**src/rtl/spt_pkg.sv**
```systemverilog
`timescale 1ns / 1ps
`default_nettype none

package spt_pkg;

    // table geometry and protocol constants
    localparam int TABLE_BYTES  = 50;
    localparam int EEPROM_BYTES = 24;
    localparam int Q_DEPTH      = 4;
    localparam int Q_AW         = 2;

    localparam logic [7:0] BCAST_ID       = 8'hFE;
    localparam logic [7:0] SYNC_BYTE      = 8'hFF;
    localparam logic [5:0] ID_ADDR        = 6'd3;
    localparam logic [5:0] LOCK_ADDR      = 6'd47;
    localparam logic [7:0] MIN_WRITE_ADDR = 8'h03;
    localparam logic [7:0] INS_WRITE      = 8'h03;
    localparam logic [7:0] INS_REG_WRITE  = 8'h04;

    // request function codes
    localparam logic FUNC_RX   = 1'b0;
    localparam logic FUNC_READ = 1'b1;

    // packet status codes
    localparam logic [1:0] ST_NONE     = 2'd0;
    localparam logic [1:0] ST_ACCEPT   = 2'd1;
    localparam logic [1:0] ST_BAD      = 2'd2;
    localparam logic [1:0] ST_OTHER_ID = 2'd3;

    typedef enum logic [2:0] {
        PH_SYNC1,
        PH_SYNC2,
        PH_ID,
        PH_LEN,
        PH_INS,
        PH_PARAM,
        PH_SUM
    } t_rx_phase;

    typedef enum logic [1:0] {
        BK_IDLE,
        BK_READ,
        BK_COPY,
        BK_DRAIN
    } t_back_state;

    typedef enum logic [1:0] {
        CMD_NONE,
        CMD_PARAM,
        CMD_READ,
        CMD_CLOSE
    } t_cmd_op;

    typedef struct packed {
        logic       func;
        logic [7:0] rx_byte;
        logic [5:0] table_addr;
    } t_in_item;

    typedef struct packed {
        logic [7:0] tbl_byte;
        logic [1:0] packet_status;
    } t_out_item;

    // classified request passed from front to back
    typedef struct packed {
        t_cmd_op    op;
        logic [7:0] data;
        logic [7:0] idx;
        logic       store;
        logic       bad;
        logic [7:0] id;
        logic [7:0] ins;
        logic [7:0] length;
        logic [5:0] addr;
    } t_cmd;

    // control table contents after reset
    function automatic logic [7:0] table_init(input logic [5:0] addr);
        logic [7:0] v;
        case (addr)
            6'd0:    v = 8'd12;
            6'd2:    v = 8'd42;
            6'd3:    v = 8'd1;
            6'd4:    v = 8'd1;
            6'd5:    v = 8'hFA;
            6'd8:    v = 8'hFF;
            6'd9:    v = 8'h03;
            6'd11:   v = 8'h55;
            6'd12:   v = 8'h3C;
            6'd13:   v = 8'hBE;
            6'd14:   v = 8'hFF;
            6'd15:   v = 8'h03;
            6'd16:   v = 8'h02;
            6'd17:   v = 8'h04;
            6'd18:   v = 8'h04;
            6'd28:   v = 8'h20;
            6'd29:   v = 8'h20;
            6'd34:   v = 8'hFF;
            6'd35:   v = 8'h03;
            6'd42:   v = 8'd100;
            6'd48:   v = 8'h20;
            default: v = 8'h00;
        endcase
        return v;
    endfunction

endpackage

`default_nettype wire

```
**src/rtl/spt_front.sv**
```systemverilog
`timescale 1ns / 1ps
`default_nettype none

module spt_front #(
    parameter int PARAM_BYTES = 64
) (
    input  wire                  i_clk,
    input  wire                  i_rst_n,
    input  wire                  i_in_valid,
    output logic                 o_in_ready,
    input  spt_pkg::t_in_item    i_in_item,
    input  wire                  i_q_full,
    output logic                 o_push,
    output spt_pkg::t_cmd        o_cmd
);

    localparam logic [8:0] MAX_LEN   = 9'(PARAM_BYTES + 2);
    localparam logic [8:0] BUF_BYTES = 9'(PARAM_BYTES);

    spt_pkg::t_rx_phase r_phase, n_phase;
    logic [7:0] r_id, n_id;
    logic [7:0] r_len, n_len;
    logic [7:0] r_ins, n_ins;
    logic [7:0] r_count, n_count;
    logic [7:0] r_sum, n_sum;
    logic       accept;
    logic       rx_item;
    logic [7:0] b;
    logic [7:0] count_inc;

    assign o_in_ready = !i_q_full;
    assign accept     = i_in_valid && o_in_ready;
    assign o_push     = accept;
    assign b          = i_in_item.rx_byte;
    assign rx_item    = accept && (i_in_item.func == spt_pkg::FUNC_RX);
    assign count_inc  = r_count + 8'd1;

    // framing phase
    always_comb begin
        n_phase = r_phase;
        if (rx_item) begin
            unique case (r_phase)
                spt_pkg::PH_SYNC1: begin
                    if (b == spt_pkg::SYNC_BYTE) n_phase = spt_pkg::PH_SYNC2;
                end
                spt_pkg::PH_SYNC2: begin
                    n_phase = (b == spt_pkg::SYNC_BYTE) ? spt_pkg::PH_ID : spt_pkg::PH_SYNC1;
                end
                spt_pkg::PH_ID:  n_phase = spt_pkg::PH_LEN;
                spt_pkg::PH_LEN: n_phase = spt_pkg::PH_INS;
                spt_pkg::PH_INS: begin
                    n_phase = (r_len <= 8'd2) ? spt_pkg::PH_SUM : spt_pkg::PH_PARAM;
                end
                spt_pkg::PH_PARAM: begin
                    // remaining param count reaches zero
                    if ({1'b0, r_len} <= ({1'b0, count_inc} + 9'd2)) begin
                        n_phase = spt_pkg::PH_SUM;
                    end
                end
                spt_pkg::PH_SUM: n_phase = spt_pkg::PH_SYNC1;
                default:         n_phase = spt_pkg::PH_SYNC1;
            endcase
        end
    end

    // request classification and header fields
    always_comb begin
        n_id    = r_id;
        n_len   = r_len;
        n_ins   = r_ins;
        n_count = r_count;
        n_sum   = r_sum;
        o_cmd        = '0;
        o_cmd.op     = spt_pkg::CMD_NONE;
        o_cmd.data   = b;
        o_cmd.idx    = r_count;
        o_cmd.id     = r_id;
        o_cmd.ins    = r_ins;
        o_cmd.length = r_len;
        o_cmd.addr   = i_in_item.table_addr;
        if (i_in_item.func == spt_pkg::FUNC_READ) begin
            o_cmd.op = spt_pkg::CMD_READ;
        end else begin
            unique case (r_phase)
                spt_pkg::PH_SYNC2: begin
                    if (b == spt_pkg::SYNC_BYTE) n_sum = 8'd0;
                end
                spt_pkg::PH_ID: begin
                    n_id  = b;
                    n_sum = r_sum + b;
                end
                spt_pkg::PH_LEN: begin
                    n_len = b;
                    n_sum = r_sum + b;
                end
                spt_pkg::PH_INS: begin
                    n_ins   = b;
                    n_sum   = r_sum + b;
                    n_count = 8'd0;
                end
                spt_pkg::PH_PARAM: begin
                    o_cmd.op    = spt_pkg::CMD_PARAM;
                    o_cmd.store = ({1'b0, r_count} < BUF_BYTES);
                    n_count     = count_inc;
                    n_sum       = r_sum + b;
                end
                spt_pkg::PH_SUM: begin
                    o_cmd.op  = spt_pkg::CMD_CLOSE;
                    o_cmd.bad = (b != ~r_sum) || ({1'b0, r_len} > MAX_LEN);
                end
                default: begin
                end
            endcase
        end
    end

    // header registers
    always_ff @(posedge i_clk) begin
        if (!i_rst_n) begin
            r_phase <= spt_pkg::PH_SYNC1;
            r_id    <= '0;
            r_len   <= '0;
            r_ins   <= '0;
            r_count <= '0;
            r_sum   <= '0;
        end else if (rx_item) begin
            r_phase <= n_phase;
            r_id    <= n_id;
            r_len   <= n_len;
            r_ins   <= n_ins;
            r_count <= n_count;
            r_sum   <= n_sum;
        end
    end

endmodule

`default_nettype wire

```
**src/rtl/spt_queue.sv**
```systemverilog
`timescale 1ns / 1ps
`default_nettype none

module spt_queue (
    input  wire            i_clk,
    input  wire            i_rst_n,
    input  wire            i_push,
    input  spt_pkg::t_cmd  i_cmd,
    output logic           o_full,
    input  wire            i_pop,
    output logic           o_valid,
    output spt_pkg::t_cmd  o_cmd
);

    localparam logic [spt_pkg::Q_AW:0] Q_FULL = (spt_pkg::Q_AW + 1)'(spt_pkg::Q_DEPTH);
    localparam logic [spt_pkg::Q_AW-1:0] PTR_ONE = (spt_pkg::Q_AW)'(1);
    localparam logic [spt_pkg::Q_AW:0]   CNT_ONE = (spt_pkg::Q_AW + 1)'(1);

    spt_pkg::t_cmd             r_mem [spt_pkg::Q_DEPTH];
    logic [spt_pkg::Q_AW-1:0]  r_wp;
    logic [spt_pkg::Q_AW-1:0]  r_rp;
    logic [spt_pkg::Q_AW:0]    r_cnt;
    logic                      do_push;
    logic                      do_pop;

    assign o_full  = (r_cnt == Q_FULL);
    assign o_valid = (r_cnt != '0);
    assign o_cmd   = r_mem[r_rp];
    assign do_push = i_push && !o_full;
    assign do_pop  = i_pop && o_valid;

    // entry storage
    always_ff @(posedge i_clk) begin
        if (do_push) r_mem[r_wp] <= i_cmd;
    end

    // pointers and fill level
    always_ff @(posedge i_clk) begin
        if (!i_rst_n) begin
            r_wp  <= '0;
            r_rp  <= '0;
            r_cnt <= '0;
        end else begin
            if (do_push) r_wp <= r_wp + PTR_ONE;
            if (do_pop)  r_rp <= r_rp + PTR_ONE;
            case ({do_push, do_pop})
                2'b10:   r_cnt <= r_cnt + CNT_ONE;
                2'b01:   r_cnt <= r_cnt - CNT_ONE;
                default: r_cnt <= r_cnt;
            endcase
        end
    end

endmodule

`default_nettype wire

```
**src/rtl/spt_back.sv**
```systemverilog
`timescale 1ns / 1ps
`default_nettype none

module spt_back #(
    parameter int PARAM_BYTES = 64
) (
    input  wire                 i_clk,
    input  wire                 i_rst_n,
    input  wire                 i_q_valid,
    input  spt_pkg::t_cmd       i_cmd,
    output logic                o_pop,
    output logic                o_out_valid,
    input  wire                 i_out_ready,
    output spt_pkg::t_out_item  o_out_item
);

    localparam int PW = $clog2(PARAM_BYTES);
    localparam logic [5:0] TB_LAST = 6'(spt_pkg::TABLE_BYTES);
    localparam logic [5:0] EE_END  = 6'(spt_pkg::EEPROM_BYTES);
    localparam logic [8:0] TB_END9 = 9'(spt_pkg::TABLE_BYTES);

    spt_pkg::t_back_state r_state, n_state;

    // parameter buffer and control table
    logic [7:0] r_pmem [PARAM_BYTES];
    logic [7:0] r_tmem [spt_pkg::TABLE_BYTES];
    logic [spt_pkg::TABLE_BYTES-1:0] r_tvalid;

    logic [7:0]    r_start;
    logic [7:0]    r_id_byte;
    logic [7:0]    r_lock_byte;
    logic [5:0]    r_addr;
    logic [PW-1:0] r_rd_idx;
    logic [7:0]    r_left;
    logic          r_wr_valid;
    logic          r_wr_skip;
    logic [5:0]    r_wr_addr;
    logic [7:0]    r_pq;
    logic [7:0]    r_tq;
    logic          r_tq_valid;
    logic          r_rd_inrange;
    logic [7:0]    r_rd_init;
    logic          r_out_valid;
    spt_pkg::t_out_item r_out;

    logic       out_free;
    logic       do_copy;
    logic [7:0] wr_count;
    logic [1:0] close_status;
    logic       rd_inrange;
    logic       tbl_we;
    logic       load_out;
    spt_pkg::t_out_item out_val;

    assign out_free    = !r_out_valid || i_out_ready;
    assign o_out_valid = r_out_valid;
    assign o_out_item  = r_out;
    assign wr_count    = i_cmd.length - 8'd3;
    assign rd_inrange  = (i_cmd.addr < TB_LAST);
    assign tbl_we      = r_wr_valid && !r_wr_skip;

    // checksum verdict, id match and write range check
    always_comb begin
        if (i_cmd.bad) begin
            close_status = spt_pkg::ST_BAD;
        end else if (i_cmd.id != spt_pkg::BCAST_ID && i_cmd.id != r_id_byte) begin
            close_status = spt_pkg::ST_OTHER_ID;
        end else begin
            close_status = spt_pkg::ST_ACCEPT;
        end
        do_copy = (close_status == spt_pkg::ST_ACCEPT)
               && (i_cmd.ins == spt_pkg::INS_WRITE || i_cmd.ins == spt_pkg::INS_REG_WRITE)
               && (i_cmd.length > 8'd3)
               && (r_start >= spt_pkg::MIN_WRITE_ADDR)
               && (({1'b0, r_start} + {1'b0, wr_count}) <= TB_END9);
    end

    // next state
    always_comb begin
        n_state = r_state;
        unique case (r_state)
            spt_pkg::BK_IDLE: begin
                if (i_q_valid && out_free) begin
                    if (i_cmd.op == spt_pkg::CMD_READ) begin
                        n_state = spt_pkg::BK_READ;
                    end else if (i_cmd.op == spt_pkg::CMD_CLOSE && do_copy) begin
                        n_state = spt_pkg::BK_COPY;
                    end
                end
            end
            spt_pkg::BK_READ: n_state = spt_pkg::BK_IDLE;
            spt_pkg::BK_COPY: begin
                if (r_left == 8'd1) n_state = spt_pkg::BK_DRAIN;
            end
            spt_pkg::BK_DRAIN: n_state = spt_pkg::BK_IDLE;
            default:           n_state = spt_pkg::BK_IDLE;
        endcase
    end

    // state outputs
    always_comb begin
        o_pop    = 1'b0;
        load_out = 1'b0;
        out_val  = '0;
        unique case (r_state)
            spt_pkg::BK_IDLE: begin
                o_pop = i_q_valid && out_free;
                if (o_pop && i_cmd.op != spt_pkg::CMD_READ) begin
                    load_out = 1'b1;
                    if (i_cmd.op == spt_pkg::CMD_CLOSE) out_val.packet_status = close_status;
                    else                                out_val.packet_status = spt_pkg::ST_NONE;
                end
            end
            spt_pkg::BK_READ: begin
                load_out = 1'b1;
                if (r_rd_inrange) out_val.tbl_byte = r_tq_valid ? r_tq : r_rd_init;
                out_val.packet_status = spt_pkg::ST_NONE;
            end
            default: begin
            end
        endcase
    end

    // state and result register
    always_ff @(posedge i_clk) begin
        if (!i_rst_n) begin
            r_state     <= spt_pkg::BK_IDLE;
            r_out_valid <= 1'b0;
        end else begin
            r_state <= n_state;
            if (load_out)         r_out_valid <= 1'b1;
            else if (i_out_ready) r_out_valid <= 1'b0;
        end
    end

    always_ff @(posedge i_clk) begin
        if (load_out) r_out <= out_val;
    end

    // parameter buffer write and copy read
    always_ff @(posedge i_clk) begin
        if (o_pop && i_cmd.op == spt_pkg::CMD_PARAM && i_cmd.store) begin
            r_pmem[i_cmd.idx[PW-1:0]] <= i_cmd.data;
        end
        r_pq <= r_pmem[r_rd_idx];
    end

    // start address kept beside the buffer
    always_ff @(posedge i_clk) begin
        if (o_pop && i_cmd.op == spt_pkg::CMD_PARAM && i_cmd.store && i_cmd.idx == 8'd0) begin
            r_start <= i_cmd.data;
        end
    end

    // copy sequencer counters
    always_ff @(posedge i_clk) begin
        if (r_state == spt_pkg::BK_IDLE) begin
            r_addr   <= r_start[5:0];
            r_rd_idx <= PW'(1);
            r_left   <= wr_count;
        end else if (r_state == spt_pkg::BK_COPY) begin
            r_addr   <= r_addr + 6'd1;
            r_rd_idx <= r_rd_idx + PW'(1);
            r_left   <= r_left - 8'd1;
        end
    end

    // table write stage
    always_ff @(posedge i_clk) begin
        if (!i_rst_n) begin
            r_wr_valid <= 1'b0;
        end else begin
            r_wr_valid <= (r_state == spt_pkg::BK_COPY);
        end
        r_wr_addr <= r_addr;
        r_wr_skip <= (r_addr < EE_END) && (r_lock_byte != 8'd0);
    end

    // control table memory
    always_ff @(posedge i_clk) begin
        if (tbl_we) r_tmem[r_wr_addr] <= r_pq;
        if (o_pop && i_cmd.op == spt_pkg::CMD_READ && rd_inrange) begin
            r_tq       <= r_tmem[i_cmd.addr];
            r_tq_valid <= r_tvalid[i_cmd.addr];
        end
        r_rd_inrange <= rd_inrange;
        r_rd_init    <= spt_pkg::table_init(i_cmd.addr);
    end

    // written flags and shadow copies of id and lock bytes
    always_ff @(posedge i_clk) begin
        if (!i_rst_n) begin
            r_tvalid    <= '0;
            r_id_byte   <= spt_pkg::table_init(spt_pkg::ID_ADDR);
            r_lock_byte <= spt_pkg::table_init(spt_pkg::LOCK_ADDR);
        end else if (tbl_we) begin
            r_tvalid[r_wr_addr] <= 1'b1;
            if (r_wr_addr == spt_pkg::ID_ADDR)   r_id_byte   <= r_pq;
            if (r_wr_addr == spt_pkg::LOCK_ADDR) r_lock_byte <= r_pq;
        end
    end

endmodule

`default_nettype wire

```
**src/rtl/servo_packet_parser_table_writer.sv**
```systemverilog
// A result passes the request queue and the result register, a table read also the table read
// register. Throughput: one request per cycle while the queue has room; a table read holds the
// back end in BK_READ, and a checksum byte that closes an accepted write keeps the table writer
// busy in BK_COPY and BK_DRAIN (one table byte per cycle from the parameter buffer), while the
// front keeps taking requests until its 4-entry queue fills.
// Reset: synchronous, active low; the control table reads its default contents at once.
`timescale 1ns / 1ps
`default_nettype none

module servo_packet_parser_table_writer #(
    parameter int PARAM_BYTES = 64
) (
    input  wire                 i_clk,
    input  wire                 i_rst_n,
    input  wire                 i_in_valid,
    output logic                o_in_ready,
    input  spt_pkg::t_in_item   i_in_item,
    output logic                o_out_valid,
    input  wire                 i_out_ready,
    output spt_pkg::t_out_item  o_out_item
);

    logic          q_full;
    logic          push;
    logic          pop;
    logic          q_valid;
    spt_pkg::t_cmd front_cmd;
    spt_pkg::t_cmd back_cmd;

    // byte framing and classification
    spt_front #(
        .PARAM_BYTES (PARAM_BYTES)
    ) u_front (
        .i_clk      (i_clk),
        .i_rst_n    (i_rst_n),
        .i_in_valid (i_in_valid),
        .o_in_ready (o_in_ready),
        .i_in_item  (i_in_item),
        .i_q_full   (q_full),
        .o_push     (push),
        .o_cmd      (front_cmd)
    );

    // request queue between the two halves
    spt_queue u_queue (
        .i_clk   (i_clk),
        .i_rst_n (i_rst_n),
        .i_push  (push),
        .i_cmd   (front_cmd),
        .o_full  (q_full),
        .i_pop   (pop),
        .o_valid (q_valid),
        .o_cmd   (back_cmd)
    );

    // table access and packet execution
    spt_back #(
        .PARAM_BYTES (PARAM_BYTES)
    ) u_back (
        .i_clk       (i_clk),
        .i_rst_n     (i_rst_n),
        .i_q_valid   (q_valid),
        .i_cmd       (back_cmd),
        .o_pop       (pop),
        .o_out_valid (o_out_valid),
        .i_out_ready (i_out_ready),
        .o_out_item  (o_out_item)
    );

endmodule

`default_nettype wire

```
**config.mk**
```make
export PLATFORM = sky130hd
export DESIGN_NAME = servo_packet_parser_table_writer
export DESIGN_NICKNAME = d
export VERILOG_FILES = /design/src/rtl/spt_pkg.sv /design/src/rtl/spt_front.sv /design/src/rtl/spt_queue.sv /design/src/rtl/spt_back.sv /design/src/rtl/servo_packet_parser_table_writer.sv
export SDC_FILE = /design/constraint.sdc
export NUM_CORES = 2
export LEC_CHECK = 0
export BUFFER_PORTS_ARGS = -buffer_cell sky130_fd_sc_hd__buf_2
export CORE_MARGIN = 2
export CORE_UTILIZATION = 60
export DETAILED_ROUTE_END_ITERATION = 8
export PLACE_DENSITY = 0.76
export SKIP_LAST_GASP = 1
export SLEW_MARGIN = 20
export SYNTH_ARGS = -nofsm -noshare
export SYNTH_HDL_FRONTEND = slang
export SYNTH_HIERARCHICAL = 1
export SYNTH_SLANG_ARGS = --single-unit
```
**constraint.sdc**
```tcl
create_clock -name i_clk -period 7.7 [get_ports i_clk]
set_input_delay 0.77 -clock i_clk [delete_from_list [all_inputs] [get_ports i_clk]]
set_output_delay 0.77 -clock i_clk [all_outputs]
set_load 0.02 [all_outputs]
```
==> Word-level counts from Yosys, hierarchy flattened <==
Memories as Yosys holds them, arrays and structs flattened. A register that Yosys moved wholly into a read port is not among the register bits.
Index checks and enable logic that the tools add are counted.
{ "op_classes": {"addsub": 12, "multipliers": 0, "n_div": 0, "magnitude_cmp": 12, "n_eq_ne": 32, "n_shift": 0, "muxes": 43, "n_bitwise": 3, "reduce_logical": 49} }
{ "ops": {"columns": ["operator", "n"], "rows": [
  ["bitwise OR 50 bit", 1],
  ["2-to-1 mux 8 bit", 4],
  ["one-hot mux 8 bit (2 select lines)", 2],
  ["2-to-1 mux 2 bit", 12],
  ["AND reduction 3 bit", 7],
  ["logical AND 1 bit", 20],
  ["one-hot mux 3 bit (6 select lines)", 1],
  ["!= test 8 bit", 2],
  ["less-than comparator 6 x 7 -> 1 bit, second input constant", 2],
  ["2-to-1 mux 1 bit", 14],
  ["adder 6 x 1 -> 6 bit, second input constant", 2],
  ["equality test 3 bit, second input constant", 4],
  ["2-to-1 mux 6 bit", 2],
  ["equality test 2 bit, second input constant", 5],
  ["!= test 2 x 1 -> 1 bit, second input constant", 5],
  ["nonzero test 2 bit", 5],
  ["adder 8 x 2 -> 9 bit, second input constant", 1],
  ["adder 8 x 8 -> 9 bit", 1],
  ["<= comparator 8 x 9 -> 1 bit", 1],
  ["<= comparator 9 x 6 -> 1 bit, second input constant", 1],
  ["adder 8 x 1 -> 8 bit, second input constant", 1],
  ["adder 8 bit", 1],
  ["equality test 2 x 1 -> 1 bit, second input constant", 4],
  ["equality test 8 x 1 -> 1 bit, second input constant", 1],
  ["43 further kinds", 52]
]} }
{ "totals": {"reg_bits": 167, "latch_bits": 0, "mem_bits_rw": 1112, "rom_bits": 512, "output_inout_bits": 12, "elab_cells": 180, "n_memories": 4} }
{ "memory_table": {"columns": ["memory", "words", "width", "read_ports", "rd_clocked_by_memory_dff", "write_ports", "line_no", "rtl"], "rows": [
  ["(name not given)", 64, 8, 1, 1, 0, "spt_pkg.sv:81", "case (addr)"],
  ["u_back.r_pmem", 64, 8, 1, 1, 1, "spt_back.sv:25", "logic [7:0] r_pmem [PARAM_BYTES];"],
  ["u_back.r_tmem", 50, 8, 1, 1, 1, "spt_back.sv:26", "logic [7:0] r_tmem [spt_pkg::TABLE_BYTES];"],
  ["u_queue.r_mem", 4, 50, 1, 1, 1, "spt_queue.sv:19", "spt_pkg::t_cmd r_mem [spt_pkg::Q_DEPTH];"]
]} }

==> Longest topological paths before layout <==
{ "logic_depth": {"ltp_word": 14, "depth_mapped": 15} }

==> Hierarchy <==
Netlist, hierarchy kept.
{ "modules_own_cells": {"columns": ["mod", "n_inst", "cells_each", "area_each_um2", "seq_area_each_um2"], "rows": [
  ["spt_back", 1, 2183, 41418.5, 30619.4],
  ["spt_queue", 1, 314, 7770.0, 6185.9],
  ["spt_front", 1, 324, 2916.5, 860.8]
]} }

==> Worst setup path before layout <==
OpenSTA, ideal clock, no wires.
{ "synth_timing": {"path_type": "flip-flop to flip-flop", "start": "register with a tool-made name", "end": "register u_back.r_state[1]", "setup_time_ps": 87, "t_arrival_ps": 3050, "slack_ps": 4563, "stages_incl_launch_ff": 13, "n_path_buf": 2, "synth_period_minus_slack_ps": 3137, "path_cell_list": "dfxtp_1 buf_6 buf_12 mux4_2 or4_1 a211oi_1 xor2_1 ha_1 nor4b_1 nand4_1 nor4_1 o2111ai_1 o31ai_1"} }
{ "synth_lines": {"columns": ["element", "line_no", "rtl"], "rows": [
  ["end signal, assigned", "spt_back.sv:127", "r_state <= spt_pkg::BK_IDLE;"],
  ["end signal, assigned", "spt_back.sv:130", "r_state <= n_state;"],
  ["end, declared", "spt_back.sv:22", "spt_pkg::t_back_state r_state, n_state;"]
]} }

==> qor.yml <==
start_kind: "flop"
synth_top_area_share_pct: 66.4
drt-total-wl_um: 112000
synth_area_leaders: "edfxtp_1, mux4_2, dfxtp_1"
cts_tree: "done"
track_usage_pct: 25.4
nets: 2913
seq_area_frac_synth_pct: 72.3
synthesis.nets: 2885
n_antenna_cell: 0
leakage_uw: 0.0185
postRouteAntennaNets: 0
synth_top_area_cell: "edfxtp_1"
die_h_um: 299
worstSetupPathType: "flop to flop"
synth_edf_count: 1153
viasPerCell: 6.55
fmax_mhz: 224
area_growth_pct: 10.2
io_buffers: 30
fin_skew_ns: 0.0279
met3_wirelength_um: 10400
worst_pin_slew_ns: 1.22
start_util_pct: 60.3
top_level_ports: 31
hp-class: "input pin to flop"
cts-htree-levels: 4
crit_required_ns: 8.03
routedLengthMet1_um: 44400
yosys_warnings: 6
ys_types: 96
end_kind: "flop"
yosys.cell_count.top_type: "edfxtp_1"
yosys-top-cells-count: "edfxtp_1, mux4_2, nor2_1"
cts.sinks: 1305
rows: 108
fin_crit_ns: 4.47
rsz0062_at_grt: "no"
p_total_uw: 17500
hold_viol: 0
grt_pass1_vias: 27200
slew_violations: 0
dp_hpwl_um: 66000
run_status: "completed"
die_w_um: 299
ys_ff_latch: 1305
place.gp.congestion: 0.851
grt_start_max_net_pins: 80
synth_area_um2: 52100
first_iter_violations: 3143
reg2reg_slack_ns: 3.23
ir_drop_mv: 0.236
grt_pass1_wl_um: 170000
arrival_ns: 4.80
clk_pin_slew_ns: 0.06
post-route-period-util_pct: 58.1
cts_setup_buffers: 0
cap_violations: 0
async_flop_share_pct: 0
fin_setup_tns_ns: 0
wl_met2_um: 53900
wl_per_cell_um: 27.3
cts-root-buf: "clkbuf_16"
setup_viol_count_final: 0
cp_max_fo: 28
clock_latency_ns: 0.71
cts_resized: 0
ctsHoldBuffers: 0
grt_antenna_before_repair: 0
firstDrtPassIters: 5
overflow: 0
max-slew-margin-rel_pct: 18.4
core_um2: 86300
die-area_um2: 89200
whs_ns: 0.280
netlist_instances: 2821
syn_area_per_cell_um2: 18.5
drcViolationCount: 0
cts_buffers: 131
synthFlopType: "edfxtp_1"
top_layer: "met4"
drive_above_1_share_pct: 19.9
p_per_area_nw_per_um2: 305
vias: 26900
clock_path_buffers: 3
## worst paths after layout
| check | startpoint | end | cells past startpoint |
|---|---|---|---|
| hold reg to reg | u_back/r_addr[1]$_DFFE_PP_ | u_back/r_wr_addr[1]$_DFF_P_ | 0 |
| setup reg to reg | flop | u_back/r_pmem[23][6]$_DFFE_PP_ | 5 |
| setup / recovery | flop | u_back/r_pmem[23][6]$_DFFE_PP_ | 5 |
| hold / removal | i_in_item[4] | u_queue/r_mem[1][4]$_DFFE_PP_ | 1 |
## critical path: stages (launching register included)
cell and delay, ns:
dfxtp_4 0.65, buf_4 0.56, mux4_2 0.67, nor4_1 0.69, nand3_1 0.68, nor2_1 0.81
## flip-flops by register name, summed over array words and instances, names as in the netlist, 3 cells and up, named ones only
name and cells:
u_back/r_pmem 512, u_back/r_tmem 400, u_queue/r_mem 200, u_back/r_tvalid 50
u_back/o_out_item 10, u_back/r_id_byte 8, u_back/r_left 8, u_back/r_lock_byte 8
u_back/r_pq 8, u_back/r_rd_init 8, u_back/r_start 8, u_back/r_tq 8
u_front/r_count 8, u_front/r_id 8, u_front/r_ins 8, u_front/r_len 8
u_front/r_sum 8, u_back/r_addr 6, u_back/r_rd_idx 6, u_back/r_wr_addr 6
u_front/r_phase 3, u_queue/r_cnt 3
## cells in the final DEF, fill, tap and decap left out, drive strengths merged, types with 58 or more instances in the layout
cell type	Yosys	final
mux2i	72	72
clkbuf	66	176
mux4	286	286
o21ai	62	62
o21a	58	58
edfxtp	1153	1153
dfxtp	152	152
nand2	128	128
nor2b	58	58
buf	95	58
nor2	167	167
## cells by family (layout without fill, tap and decap cells)
kind of cell	after synthesis	count (layout)	synth area share [%]
AO/OA/AOI/OAI	363	363	5.04
XOR/XNOR	51	51	0.857
flip-flops	1305	1305	72.3
AND/OR/NAND/NOR	491	491	4.61
multiplexers	363	363	13.9
adder cells (fa/ha/maj)	45	45	1.12
buffers and inverters	203	334	2.20
## routing by layer
metal | global-route usage, % | up-vias
met3 | 5.46 | 260
met2 | 39.8 | 1466
met4 | 9.18 | 0
li1 | - | 11400
met5 | 0 | -
met1 | 36.0 | 13800
## layout make-up
class	count	area [um2]
Tap cell	1155	1450
Timing Repair Buffer	58	375
Sequential cell	1305	37700
Clock inverter	60	785
Multi-Input combinational cell	1313	13300
Inverter	40	150
Clock buffer	176	3640
Fill cell	5357	28900
## through the flow
| step | utilization (%) | worst slack [ns] | cell area [um2] | instances |
|---|---|---|---|---|
| after floorplan | - | 4.56 | 52100 | 2821 |
| after global placement | 61.4 | 3.28 | 53000 | 3871 |
| after detailed placement | 61.4 | 3.22 | 53000 | 3871 |
| after CTS | 66.5 | 3.17 | 57400 | 4107 |
| after global routing | 66.5 | 2.94 | 57400 | 4107 |
| final | 66.5 | 3.23 | 57400 | 4107 |
## where the power goes
part,leakage (uW),switching [uW],total (uW),internal (uW)
clock,0.00214,2580,6510,3930
combinational,0.00462,1690,2610,917
sequential,0.0117,140,8380,8240
total,0.0185,4420,17500,13100
No activity file was read; power rests on OpenSTA's default activity.
